===== src/hdl/wsg_pkg.sv =====
`timescale 1ns / 1ps
// Shared types and constants of the wavetable sound generator.
package wsg_pkg;

    localparam int STORE_DEPTH  = 128;
    localparam int STORE_ADDR_W = 7;
    localparam int BYTE_W       = 8;
    localparam int AMP_W        = 4;
    localparam int PERIOD_W     = 12;
    localparam int VOL_W        = 15;
    localparam int LEVEL_W      = 16;

    localparam int WAVE_PEAK   = 128;
    localparam int AMP_PEAK    = 15;
    localparam int VOL_PEAK    = 32767;
    localparam int MIX_DIVISOR = 255 * 15 * 5;
    localparam int LAST_WAVE   = 3;

    localparam logic [1:0] REQ_WRITE = 2'd0;
    localparam logic [1:0] REQ_READ  = 2'd1;
    localparam logic [1:0] REQ_TICK  = 2'd2;

    localparam logic [7:0] ADDR_PERIOD_BASE = 8'h80;
    localparam logic [7:0] ADDR_AMP_BASE    = 8'h8A;
    localparam logic [7:0] ADDR_ENABLE      = 8'h8F;
    localparam logic [7:0] READ_FILL        = 8'hFF;

    typedef struct packed {
        logic [1:0] req_type;
        logic [7:0] address;
        logic [7:0] write_value;
    } wsg_in_t;

    typedef struct packed {
        logic [7:0]         read_data;
        logic signed [15:0] sample;
    } wsg_out_t;

    typedef struct packed {
        logic               done;
        logic signed [15:0] level;
    } wsg_mix_t;

endpackage


===== src/hdl/wavetable_sound_generator.sv =====
`timescale 1ns / 1ps
// Top level of the wavetable sound generator: bus decode, voice state and item sequencer.
// Takes one item at a time and holds s_ready low until the item's result is registered. A bus
// read goes through the execute, read-data and finish states; a tick that does not advance the
// voices, a silent tick and an unknown request go from the execute state straight to finish. A
// bus write and a tick that advances the voices recompute the mix: the item is applied, then the
// shared multiply-accumulate visits one voice per cycle through the single read port of the
// waveform store, followed by the multiply by the master volume, the magnitude, the reciprocal
// multiply for the division by the mix divisor, the hand-back of the level and the registering
// of the result. The next item can be accepted in the cycle after a result is registered. A
// master volume write recomputes the mix as well and keeps s_ready low until the mix is done.
// The waveform store needs no clearing pass after reset.
// A result waiting on the output register does not stop the next item from being accepted;
// it holds back only that item's result.
module wavetable_sound_generator #(
    parameter int VOICES         = 5,
    parameter int WAVE_LENGTH    = 32,
    parameter int TICKS_PER_STEP = 8
) (
    input  logic                          aclk,
    input  logic                          aresetn,
    input  logic                          s_valid,
    output logic                          s_ready,
    input  wsg_pkg::wsg_in_t              s_data,
    output logic                          m_valid,
    input  logic                          m_ready,
    output wsg_pkg::wsg_out_t             m_data,
    input  logic                          cfg_we,
    input  logic [wsg_pkg::VOL_W-1:0]     cfg_wdata
);
    import wsg_pkg::*;

    localparam int OFF_W  = $clog2(WAVE_LENGTH);
    localparam int VSEL_W = (VOICES > 1) ? $clog2(VOICES) : 1;
    localparam int TD_W   = (TICKS_PER_STEP > 1) ? $clog2(TICKS_PER_STEP) : 1;

    typedef enum logic [2:0] {
        ST_IDLE,
        ST_EXEC,
        ST_RDATA,
        ST_KICK,
        ST_WAIT,
        ST_FIN
    } state_t;

    state_t                               state_reg, state_next;
    wsg_in_t                              item_reg;
    logic                                 cfg_eval_reg;
    logic                                 silent_reg;
    logic [BYTE_W-1:0]                    rd_val_reg;
    logic signed [LEVEL_W-1:0]            level_reg;
    logic [VOL_W-1:0]                     vol_reg;
    logic [VOICES-1:0][PERIOD_W-1:0]      period_reg;
    logic [VOICES-1:0][PERIOD_W-1:0]      count_reg;
    logic [VOICES-1:0][AMP_W-1:0]         amp_reg;
    logic [VOICES-1:0][OFF_W-1:0]         offset_reg;
    logic [VOICES-1:0]                    enable_reg;
    logic [TD_W-1:0]                      tdiv_reg;
    logic                                 m_valid_reg;
    wsg_out_t                             m_data_reg;

    logic [7:0]                           per_off;
    logic [7:0]                           amp_off;
    logic [2:0]                           per_v;
    logic [2:0]                           amp_v;
    logic                                 is_period;
    logic                                 is_amp;
    logic                                 mem_we;
    logic [STORE_ADDR_W-1:0]              mem_raddr;
    logic [BYTE_W-1:0]                    mem_rdata;
    logic [STORE_ADDR_W-1:0]              mix_addr;
    logic                                 mix_start;
    wsg_mix_t                             mix_res;
    logic                                 s_fire;
    logic                                 out_free;

    assign s_ready  = (state_reg == ST_IDLE) && !cfg_we;
    assign s_fire   = s_valid && s_ready;
    assign out_free = !m_valid_reg || m_ready;
    assign m_valid  = m_valid_reg;
    assign m_data   = m_data_reg;

    always_comb begin
        per_off   = item_reg.address - ADDR_PERIOD_BASE;
        amp_off   = item_reg.address - ADDR_AMP_BASE;
        per_v     = per_off[3:1];
        amp_v     = amp_off[2:0];
        is_period = (item_reg.address >= ADDR_PERIOD_BASE) && (item_reg.address < ADDR_AMP_BASE)
                    && (int'(per_v) < VOICES);
        is_amp    = (item_reg.address >= ADDR_AMP_BASE) && (item_reg.address < ADDR_ENABLE)
                    && (int'(amp_v) < VOICES);
        mem_we    = (state_reg == ST_EXEC) && (item_reg.req_type == REQ_WRITE)
                    && !item_reg.address[7];
        mem_raddr = (state_reg == ST_EXEC) ? item_reg.address[STORE_ADDR_W-1:0] : mix_addr;
        mix_start = (state_reg == ST_KICK);
    end

    wsg_wave_mem u_wave_mem (
        .aclk    (aclk),
        .aresetn (aresetn),
        .we      (mem_we),
        .waddr   (item_reg.address[STORE_ADDR_W-1:0]),
        .wdata   (item_reg.write_value),
        .raddr   (mem_raddr),
        .rdata   (mem_rdata)
    );

    wsg_mix_unit #(
        .VOICES      (VOICES),
        .WAVE_LENGTH (WAVE_LENGTH)
    ) u_mix_unit (
        .aclk    (aclk),
        .aresetn (aresetn),
        .start   (mix_start),
        .enable  (enable_reg),
        .amp     (amp_reg),
        .offset  (offset_reg),
        .volume  (vol_reg),
        .rd_addr (mix_addr),
        .rd_data (mem_rdata),
        .result  (mix_res)
    );

    always_comb begin
        state_next = state_reg;
        unique case (state_reg)
            ST_IDLE: begin
                if (cfg_we) begin
                    state_next = ST_KICK;
                end else if (s_fire) begin
                    state_next = ST_EXEC;
                end
            end
            ST_EXEC: begin
                unique case (item_reg.req_type)
                    REQ_WRITE: state_next = ST_KICK;
                    REQ_READ:  state_next = ST_RDATA;
                    REQ_TICK: begin
                        if (enable_reg != '0 && tdiv_reg == '0) begin
                            state_next = ST_KICK;
                        end else begin
                            state_next = ST_FIN;
                        end
                    end
                    default:   state_next = ST_FIN;
                endcase
            end
            ST_RDATA: state_next = ST_FIN;
            ST_KICK:  state_next = ST_WAIT;
            ST_WAIT: begin
                if (mix_res.done) begin
                    state_next = cfg_eval_reg ? ST_IDLE : ST_FIN;
                end
            end
            ST_FIN: begin
                if (out_free) state_next = ST_IDLE;
            end
            default: state_next = ST_IDLE;
        endcase
    end

    always_ff @(posedge aclk) begin
        if (!aresetn) begin
            state_reg    <= ST_IDLE;
            cfg_eval_reg <= 1'b0;
            silent_reg   <= 1'b0;
            rd_val_reg   <= '0;
            level_reg    <= '0;
            vol_reg      <= '0;
            period_reg   <= '0;
            count_reg    <= '0;
            amp_reg      <= '0;
            offset_reg   <= '0;
            enable_reg   <= '0;
            tdiv_reg     <= '0;
            m_valid_reg  <= 1'b0;
        end else begin
            state_reg <= state_next;
            if (state_reg == ST_FIN && out_free) begin
                m_valid_reg <= 1'b1;
            end else if (m_valid_reg && m_ready) begin
                m_valid_reg <= 1'b0;
            end
            if (cfg_we) begin
                vol_reg <= cfg_wdata;
            end
            unique case (state_reg)
                ST_IDLE: begin
                    cfg_eval_reg <= cfg_we;
                    silent_reg   <= 1'b0;
                    rd_val_reg   <= '0;
                    if (s_fire) begin
                        item_reg <= s_data;
                    end
                end
                ST_EXEC: begin
                    if (item_reg.req_type == REQ_WRITE) begin
                        if (is_period) begin
                            if (!item_reg.address[0]) begin
                                period_reg[per_v[VSEL_W-1:0]][7:0] <= item_reg.write_value;
                            end else begin
                                period_reg[per_v[VSEL_W-1:0]][PERIOD_W-1:8] <=
                                    item_reg.write_value[PERIOD_W-9:0];
                            end
                        end else if (is_amp) begin
                            amp_reg[amp_v[VSEL_W-1:0]] <= item_reg.write_value[AMP_W-1:0];
                        end else if (item_reg.address == ADDR_ENABLE) begin
                            enable_reg <= item_reg.write_value[VOICES-1:0];
                        end
                    end else if (item_reg.req_type == REQ_TICK) begin
                        if (enable_reg == '0) begin
                            silent_reg <= 1'b1;
                        end else begin
                            if (tdiv_reg == '0) begin
                                for (int v = 0; v < VOICES; v++) begin
                                    if (count_reg[v] != '0) begin
                                        count_reg[v] <= count_reg[v] - 1'b1;
                                    end else begin
                                        count_reg[v]  <= period_reg[v];
                                        offset_reg[v] <=
                                            (offset_reg[v] == OFF_W'(WAVE_LENGTH - 1)) ?
                                            '0 : offset_reg[v] + 1'b1;
                                    end
                                end
                            end
                            tdiv_reg <= (tdiv_reg == TD_W'(TICKS_PER_STEP - 1)) ?
                                        '0 : tdiv_reg + 1'b1;
                        end
                    end
                end
                ST_RDATA: begin
                    rd_val_reg <= item_reg.address[7] ? READ_FILL : mem_rdata;
                end
                ST_WAIT: begin
                    if (mix_res.done) begin
                        level_reg <= mix_res.level;
                    end
                end
                ST_FIN: begin
                    if (out_free) begin
                        m_data_reg.read_data <= rd_val_reg;
                        m_data_reg.sample    <= silent_reg ? '0 : level_reg;
                    end
                end
                default: begin
                end
            endcase
        end
    end

endmodule


===== src/hdl/wsg_wave_mem.sv =====
`timescale 1ns / 1ps
// Waveform byte store with per-entry valid bits and a registered read port.
module wsg_wave_mem (
    input  logic                              aclk,
    input  logic                              aresetn,
    input  logic                              we,
    input  logic [wsg_pkg::STORE_ADDR_W-1:0]  waddr,
    input  logic [wsg_pkg::BYTE_W-1:0]        wdata,
    input  logic [wsg_pkg::STORE_ADDR_W-1:0]  raddr,
    output logic [wsg_pkg::BYTE_W-1:0]        rdata
);
    import wsg_pkg::*;

    logic [BYTE_W-1:0]      mem [STORE_DEPTH];
    logic [STORE_DEPTH-1:0] valid_reg;
    logic [BYTE_W-1:0]      rdata_reg;

    always_ff @(posedge aclk) begin
        if (we) begin
            mem[waddr] <= wdata;
        end
    end

    always_ff @(posedge aclk) begin
        if (!aresetn) begin
            valid_reg <= '0;
        end else if (we) begin
            valid_reg[waddr] <= 1'b1;
        end
    end

    always_ff @(posedge aclk) begin
        rdata_reg <= valid_reg[raddr] ? mem[raddr] : '0;
    end

    assign rdata = rdata_reg;

endmodule


===== src/hdl/wsg_mix_unit.sv =====
`timescale 1ns / 1ps
// Mix sequencer: shared multiply-accumulate over the voices, volume scale, reciprocal divide.
module wsg_mix_unit #(
    parameter int VOICES      = 5,
    parameter int WAVE_LENGTH = 32
) (
    input  logic                                                aclk,
    input  logic                                                aresetn,
    input  logic                                                start,
    input  logic [VOICES-1:0]                                   enable,
    input  logic [VOICES-1:0][wsg_pkg::AMP_W-1:0]               amp,
    input  logic [VOICES-1:0][$clog2(WAVE_LENGTH)-1:0]          offset,
    input  logic [wsg_pkg::VOL_W-1:0]                           volume,
    output logic [wsg_pkg::STORE_ADDR_W-1:0]                    rd_addr,
    input  logic [wsg_pkg::BYTE_W-1:0]                          rd_data,
    output wsg_pkg::wsg_mix_t                                   result
);
    import wsg_pkg::*;

    localparam int VSEL_W  = (VOICES > 1) ? $clog2(VOICES) : 1;
    localparam int CNT_W   = $clog2(VOICES + 1);
    localparam int ACC_W   = $clog2(VOICES * WAVE_PEAK * AMP_PEAK) + 1;
    localparam int PROD_W  = ACC_W + VOL_W + 1;
    localparam int QUO_W   = $clog2(VOICES * WAVE_PEAK * AMP_PEAK * VOL_PEAK / MIX_DIVISOR + 1);
    localparam int MAG_W   = $clog2(VOICES * WAVE_PEAK * AMP_PEAK * VOL_PEAK + 1);
    localparam int DIV_LOG = $clog2(MIX_DIVISOR);
    localparam int RSH     = MAG_W + DIV_LOG;
    localparam int RECIP_W = MAG_W + 1;
    localparam int QPROD_W = MAG_W + RECIP_W;
    localparam logic [RECIP_W-1:0] RECIP =
        RECIP_W'(((64'd1 << RSH) + 64'(MIX_DIVISOR) - 64'd1) / 64'(MIX_DIVISOR));
    localparam logic [7:0]       WL8      = 8'(WAVE_LENGTH);

    typedef enum logic [2:0] {
        M_IDLE,
        M_MIX,
        M_SCALE,
        M_LOAD,
        M_DIV,
        M_DONE
    } mix_state_t;

    mix_state_t               state_reg, state_next;
    logic [CNT_W-1:0]         cnt_reg;
    logic [VSEL_W-1:0]        pv_reg;
    logic                     pend_reg;
    logic signed [ACC_W-1:0]  acc_reg;
    logic signed [PROD_W-1:0] prod_reg;
    logic [MAG_W-1:0]         mag_reg;
    logic [QPROD_W-1:0]       qprod_reg;
    logic                     neg_reg;

    logic [VSEL_W-1:0]        vsel;
    logic [1:0]               wave_sel;
    logic [7:0]               base;
    logic signed [12:0]       term;
    logic signed [PROD_W-1:0] prod_full;
    logic [PROD_W-1:0]        mag;
    logic [QUO_W-1:0]         quo;

    always_comb begin
        vsel     = (int'(cnt_reg) < VOICES) ? cnt_reg[VSEL_W-1:0] : '0;
        wave_sel = (int'(vsel) < LAST_WAVE) ? 2'(vsel) : 2'(LAST_WAVE);
        base     = 8'(wave_sel) * WL8;
        rd_addr  = STORE_ADDR_W'(base + 8'(offset[vsel]));
        term      = $signed(rd_data) * $signed({1'b0, amp[pv_reg]});
        prod_full = acc_reg * $signed({1'b0, volume});
        mag       = prod_reg[PROD_W-1] ? PROD_W'(-prod_reg) : PROD_W'(prod_reg);
        quo       = qprod_reg[RSH +: QUO_W];
    end

    always_comb begin
        state_next = state_reg;
        unique case (state_reg)
            M_IDLE:  if (start) state_next = M_MIX;
            M_MIX:   if (int'(cnt_reg) == VOICES) state_next = M_SCALE;
            M_SCALE: state_next = M_LOAD;
            M_LOAD:  state_next = M_DIV;
            M_DIV:   state_next = M_DONE;
            M_DONE:  state_next = M_IDLE;
            default: state_next = M_IDLE;
        endcase
    end

    always_ff @(posedge aclk) begin
        if (!aresetn) begin
            state_reg <= M_IDLE;
            cnt_reg   <= '0;
            pend_reg  <= 1'b0;
        end else begin
            state_reg <= state_next;
            unique case (state_reg)
                M_IDLE: begin
                    cnt_reg  <= '0;
                    pend_reg <= 1'b0;
                    acc_reg  <= '0;
                end
                M_MIX: begin
                    if (pend_reg && enable[pv_reg]) begin
                        acc_reg <= acc_reg + ACC_W'(term);
                    end
                    if (int'(cnt_reg) < VOICES) begin
                        pv_reg   <= vsel;
                        pend_reg <= 1'b1;
                        cnt_reg  <= cnt_reg + 1'b1;
                    end else begin
                        pend_reg <= 1'b0;
                    end
                end
                M_SCALE: begin
                    prod_reg <= prod_full;
                end
                M_LOAD: begin
                    neg_reg <= prod_reg[PROD_W-1];
                    mag_reg <= MAG_W'(mag);
                end
                M_DIV: begin
                    qprod_reg <= QPROD_W'(mag_reg) * QPROD_W'(RECIP);
                end
                M_DONE: begin
                    cnt_reg <= '0;
                end
                default: begin
                    cnt_reg <= '0;
                end
            endcase
        end
    end

    always_comb begin
        result.done  = (state_reg == M_DONE);
        result.level = neg_reg ? -$signed(LEVEL_W'(quo)) : $signed(LEVEL_W'(quo));
    end

endmodule


===== config.mk =====
export PLATFORM = sky130hd
export DESIGN_NAME = wavetable_sound_generator
export DESIGN_NICKNAME = d
export VERILOG_FILES = /design/src/hdl/wsg_pkg.sv /design/src/hdl/wavetable_sound_generator.sv /design/src/hdl/wsg_wave_mem.sv /design/src/hdl/wsg_mix_unit.sv
export SDC_FILE = /design/constraint.sdc
export NUM_CORES = 2
export LEC_CHECK = 0
export BUFFER_PORTS_ARGS = -buffer_cell sky130_fd_sc_hd__buf_2
export CAP_MARGIN = 20
export CORE_UTILIZATION = 45
export DETAILED_ROUTE_END_ITERATION = 7
export GPL_ROUTABILITY_DRIVEN = 0
export HOLD_SLACK_MARGIN = 0.08
export PLACE_DENSITY = 0.74
export SLEW_MARGIN = 20
export SYNTH_ARGS = -nofsm -noshare
export SYNTH_HDL_FRONTEND = slang
export SYNTH_SLANG_ARGS = --single-unit
export TNS_END_PERCENT = 20

===== constraint.sdc =====
create_clock -name aclk -period 6.7 [get_ports aclk]
set_input_delay 1.34 -clock aclk [delete_from_list [all_inputs] [get_ports aclk]]
set_output_delay 1.34 -clock aclk [all_outputs]
set_load 0.02 [all_outputs]

Word level (Yosys, flattened, before mapping). Memories as Yosys holds them, arrays and structs flattened. A register that Yosys moved wholly into a read port is not among the register bits. Cells that the tools add are included. W data, S select, Z words.

$add $sub $neg: 18. Multiply operators: 3. Eq/ne operators: 30. Bitwise operators: 11. Reduce and logical (&&, ||, !) cells: 58. Mux-type cells: 63. $lt $le $gt $ge: 17.

Operators with widths (count): $or A128 B128 Y128 (1); $bwmux W60 (2); $demux W12 S3 (2); $mux W12 (6); $mux W60 (1); $reduce_bool A12 Y1 (5); $sub A12 B1 Y12 const B (5); $mul A29 B29 Y58 const B (1); $mux W3 (11); $mul A15 B16 Y31 (1); $mux W5 (6); $pmux W15 S2 (1); $reduce_and A6 Y1 (5); $mux W29 (1); $neg A29 Y29 (1); $add A5 B1 Y5 const B (5); $eq A5 B5 Y1 const B (5); $bwmux W20 (1); $eq A3 B3 Y1 const B (6); $pmux W3 S6 (1); $reduce_and A3 Y1 (6); $ge A8 B8 Y1 const B (2); $lt A3 B4 Y1 const B (4); $lt A7 B8 Y1 const B (2); 51 further kinds (119).

Flip-flop bits (word level): 532. Memories kept: 1. Output and inout bits: 26. Bits of input ports: 38. Memory bits (writable): 1024.

Memory list: u_wave_mem.mem (words 128, width 8, rd ports 1, clocked after Yosys merged registers in 1, wr ports 1, line wsg_wave_mem.sv:14) `logic [BYTE_W-1:0] mem [STORE_DEPTH];`.

Depth between registers and ports, before layout.
Depth in word-level cells: 9. Mapped depth: 27. Depth with buffers taken out: 27.

Cells and area by module. From an unflattened synthesis, not the netlist that was laid out.

Cell total of the unflattened synthesis: 6247. Area, all modules: 85082.9 µm².

Modules (own cells, without submodules): wsg_wave_mem (times used 1, area each 44587.8 µm², seq. area each 33472.1 µm², cells each 2093); wsg_mix_unit (times used 1, area each 29163.0 µm², seq. area each 2932.8 µm², cells each 2919); wavetable_sound_generator (times used 1, area each 11332.1 µm², seq. area each 5625.4 µm², cells each 1235).

Worst setup path before layout. Ideal clock, no wire load.

Kind: reg2reg. Start point: register u_mix_unit.mag_reg[9]. End point: register u_mix_unit.qprod_reg[58], data pin. Stages on the path, launching flop included: 26. Clock period less this slack: 7150 ps. Arrival: 6891 ps. Data required time: 6440 ps. Setup slack: -450 ps. Path buffers: 0. Library setup time: 260 ps. Path through: edfxtp_1 -> inv_1 -> fa_1 -> inv_1 -> fa_1 -> inv_1 -> fa_1 -> fa_1 -> fa_1 -> inv_1 -> fa_1 -> fa_1 -> inv_1 -> fa_1 -> inv_1 -> ha_1 -> a21o_1 -> nand3_1 -> a2111oi_0 -> o32a_1 -> nor2_1 -> o21ai_0 -> a211oi_1 -> o41ai_1 -> a21oi_1 -> xnor2_1.

Longest elaborated chain between the ends: 1.

RTL lines: from (decl) (line wsg_mix_unit.sv:49) `logic [MAG_W-1:0] mag_reg;`; from (signal assigned) (line wsg_mix_unit.sv:115) `mag_reg <= MAG_W'(mag);`; $mul A29 B29 Y58 (line wsg_mix_unit.sv:118) `qprod_reg <= QPROD_W'(mag_reg) * QPROD_W'(RECIP);`; to (signal assigned) (line wsg_mix_unit.sv:118); to (decl) (line wsg_mix_unit.sv:50) `logic [QPROD_W-1:0] qprod_reg;`.

No other way between the ends. A chain may end at the register's enable or synchronous reset.

Worst setup path after layout.
Start point: register u_mix_unit.mag_reg[15]. End point: register u_mix_unit.qprod_reg[58], data pin.

Same word-level chain as after synthesis.

==> results by group <==
Hold path
  – WHS Path Cells: 0
  – HP Start: rd_val_reg[1]
  – Hold crit path type: register to register
  – Hold Path End: m_data[17]

STA
  – RSZ-0062 raised after global routing: true
  – Slew Limit Fails: 0
  – Post-route clock period utilization: 1.07
  – Layout Skew: 0.0377 ns
  – Setup violators final: 12
  – Final hold viol count: 0
  – Setup TNS: -2.75 ns
  – PnR worst setup slack: -0.471 ns
  – Rel. slew slack: 0.228
  – Worst-Margin Slew: 1.15 ns
  – Tmin final: 7.17 ns
  – Fmax: 0.139 GHz

Clocking
  – Reg clk slew, reported paths: 0.06 ns
  – TritonCTS clock tree: yes
  – CTS buffer count: 153
  – CTS Hold Bufs: 0
  – Max H-tree Level: 4
  – CTS sink count: 1520
  – Root Driver: clkbuf_16
  – Deepest clock path buffer count: 3
  – Skew-Pair Late Insertion Delay: 0.81 ns

Synthesis
  – Area contributors post-synth: edfxtp_1 (41%), fa_1 (14%), dfxtp_1 (8.5%), ha_1 (7.3%), nand2_1 (5.4%)
  – Post-synth EDFFs: 1159
  – Avg Cell Area, Syn: 11.2 sq um
  – Synth top cells by count: nand2_1 (1220), edfxtp_1 (1159), inv_1 (824)
  – Mapped Area: 0.0854 sq mm
  – Syn nets: 8751
  – Synth Warn #: 0
  – Yosys top cell by area: edfxtp_1
  – Ys flop type: edfxtp_1
  – Async SR Flop Fraction: 0
  – Yosys cell types: 89
  – Register area share after synthesis: 0.492
  – Post-synth top area share: 0.408
  – Most numerous cell in the Yosys netlist: nand2_1
  – Yosys reg bits: 1520
  – Post-Synthesis Cells: 7637

Critical path
  – Crit path largest cell delay: 0.58 ns
  – Req. time, crit path: 7.26 ns
  – R2r setup slk: -0.47 ns
  – Crit Path Class: register to register
  – Critical Path Sink Type: register
  – CP top delay family: adder cells
  – Worst reg2reg endpoint: u_mix_unit.qprod_reg[58]
  – Reg2Reg Depth: 26
  – Worst EP arrival: 7.73 ns
  – Crit-path slowest cell: fa_2
  – Origin of the critical flop-to-flop path: u_mix_unit.mag_reg[15]
  – Critical Path Fanout Max: 3
  – Bufs and invs on worst path: 8
  – Worst path most repeated cell: fa_1
  – Kind of launch point of the worst setup path: register

Layout
  – Area of the multi-input gates: 0.0391 sq mm
  – Synth-to-layout area growth: 12.7%
  – Register area: 0.0420 sq mm
  – Ratio of cells with drive above 1 in the final layout: 0.107
  – Number of flip-flops in the largest register: 1024
  – Post-layout utilization of the core: 0.512
  – Fin nets: 9048
  – Fillers: 15700

Die
  – IO Pins: 64
  – Core footprint: 0.188 sq mm
  – Row cnt: 159
  – Initial Utilization: 0.454
  – Die Ht: 438 microns
  – Die footprint: 0.191 sq mm
  – Die Wd: 438 microns

GRT
  – Largest net degree at the start of global routing: 162
  – Vias in the first global route: 60300
  – First-pass GRT wire length: 342000 microns
  – GR Util All Layers: 0.229
  – Initial antenna violation count: 2
  – Gr ovfl total: 0

Power
  – Cell Pwr Density: 262 mW/mm^2
  – Worst vdd rail ir drop: 0.296 mV
  – Leakage: 0.0382 uW

Place
  – Post-DP HPWL: 151000 microns
  – Buffers on Ports: 63

Routing
  – Vias post-DR: 59500
  – Remaining DRCs: 0
  – Vias/cell: 5.64
  – Pre-antenna DRT Iters: 6
  – WL final: 221000 microns
  – WL/cell: 20.9 microns
  – Detail Route Antenna Nets: 0
  – First DRT Iteration DRCs: 5748

Job
  – Max Cap Viol: 0

Status
  – Failing checks: setup timing
  – Outcome: complete, but fails checks
==> cell families after synthesis <==
group | Yosys count | share of synthesized area
and+or+nand+nor | 2650 | 0.136
DFF | 1520 | 0.492
buffers and inverters | 1175 | 0.0557
adders and majority gates | 1076 | 0.209
AOI/OAI and AO/OA | 892 | 0.0696
muxes | 222 | 0.0274
xor gates and xnor gates | 102 | 0.0105
==> through the flow <==
step | std cells | setup WS (ns) | cell area (sq um) | hold WS (ns) | total power (uW)
after global routing | 10600 | -0.735 | 96200 | 0.448 | 26100
after floorplan | 7637 | 0.00462 | 85400 | 0.408 | 14600
after detailed placement | 10200 | -0.974 | 90600 | 0.428 | 16800
after CTS | 10600 | -0.389 | 96000 | 0.442 | 25200
after global placement | 10200 | -0.901 | 90600 | 0.420 | 16700
final | 10600 | -0.471 | 96200 | 0.444 | 25200
==> what timing repair did <==
item                                    4_1_cts  5_1_grt
cloned                                        0        0
pin swaps                                    28       18
buffers inserted                             21        7
endpoints found under the setup margin       15       17
resized for setup                            46       35
==> power by group <==
part           internal, uW  switching (uW)  total (uW)  leakage (uW)
sequential            10300             137       10400        0.0134
combinational          2000            4400        6400        0.0224
clock                  4730            3720        8460       0.00244
total                 17000            8260       25200        0.0382
==> layout by cell type, fill, tap and decap left out, types with 16 or more instances in the layout <==
cell          n
nand3_1     375
nand2b_1     34
or3_1        25
and2_1       87
xor2_1       27
nor2b_1      65
clkbuf_8     26
o31ai_1      18
inv_1       811
clkbuf_16   153
fa_1        561
nor3_1       45
buf_2        63
a22oi_1      39
o21ai_0     115
xnor2_1      73
buf_12       19
o22ai_1      18
nor4_1       31
a31oi_1      96
a21o_1       34
mux2i_1     211
a211oi_1     23
and3_1       37
o211ai_1     24
nand4_1      54
buf_4       397
edfxtp_1   1159
ha_1        474
clkbuf_1     45
nand2_1    1215
a32oi_1      89
dfxtp_1     361
a32o_1       16
a21oi_1     264
clkinv_2     20
ha_4         19
nor2_1      605
fa_2         19
==> how the worst max path moves through the flow <==
stage	start	to	slack, ns	cells after the start
after floorplan	u_mix_unit.mag_reg[23]	u_mix_unit.qprod_reg[58]	0.005	22
final	u_mix_unit.mag_reg[15]	u_mix_unit.qprod_reg[58]	-0.47	26
after global routing	u_mix_unit.mag_reg[21]	u_mix_unit.qprod_reg[58]	-0.74	26
after detailed placement	u_mix_unit.mag_reg[17]	u_mix_unit.qprod_reg[58]	-0.97	24
after CTS	u_mix_unit.mag_reg[15]	u_mix_unit.qprod_reg[58]	-0.39	24
after global placement	u_mix_unit.mag_reg[17]	u_mix_unit.qprod_reg[58]	-0.90	24
==> layout make-up <==
class / count / area share
Antenna cell: 2 / 0.0000520
Clock inverter: 62 / 0.00681
Tap cell: 2495 / 0.0324
Timing Repair Buffer: 491 / 0.0396
Multi-Input combinational cell: 4942 / 0.407
Inverter: 826 / 0.0324
Clock buffer: 224 / 0.0453
Sequential cell: 1520 / 0.437
==> routing by layer <==
metal	GRT usage	wire [microns]
met2	0.387	107000
met1	0.293	86300
met4	0.0916	9570
met3	0.0366	17800
met5	0	0
Note: power is estimated with default switching activity, not from simulation.
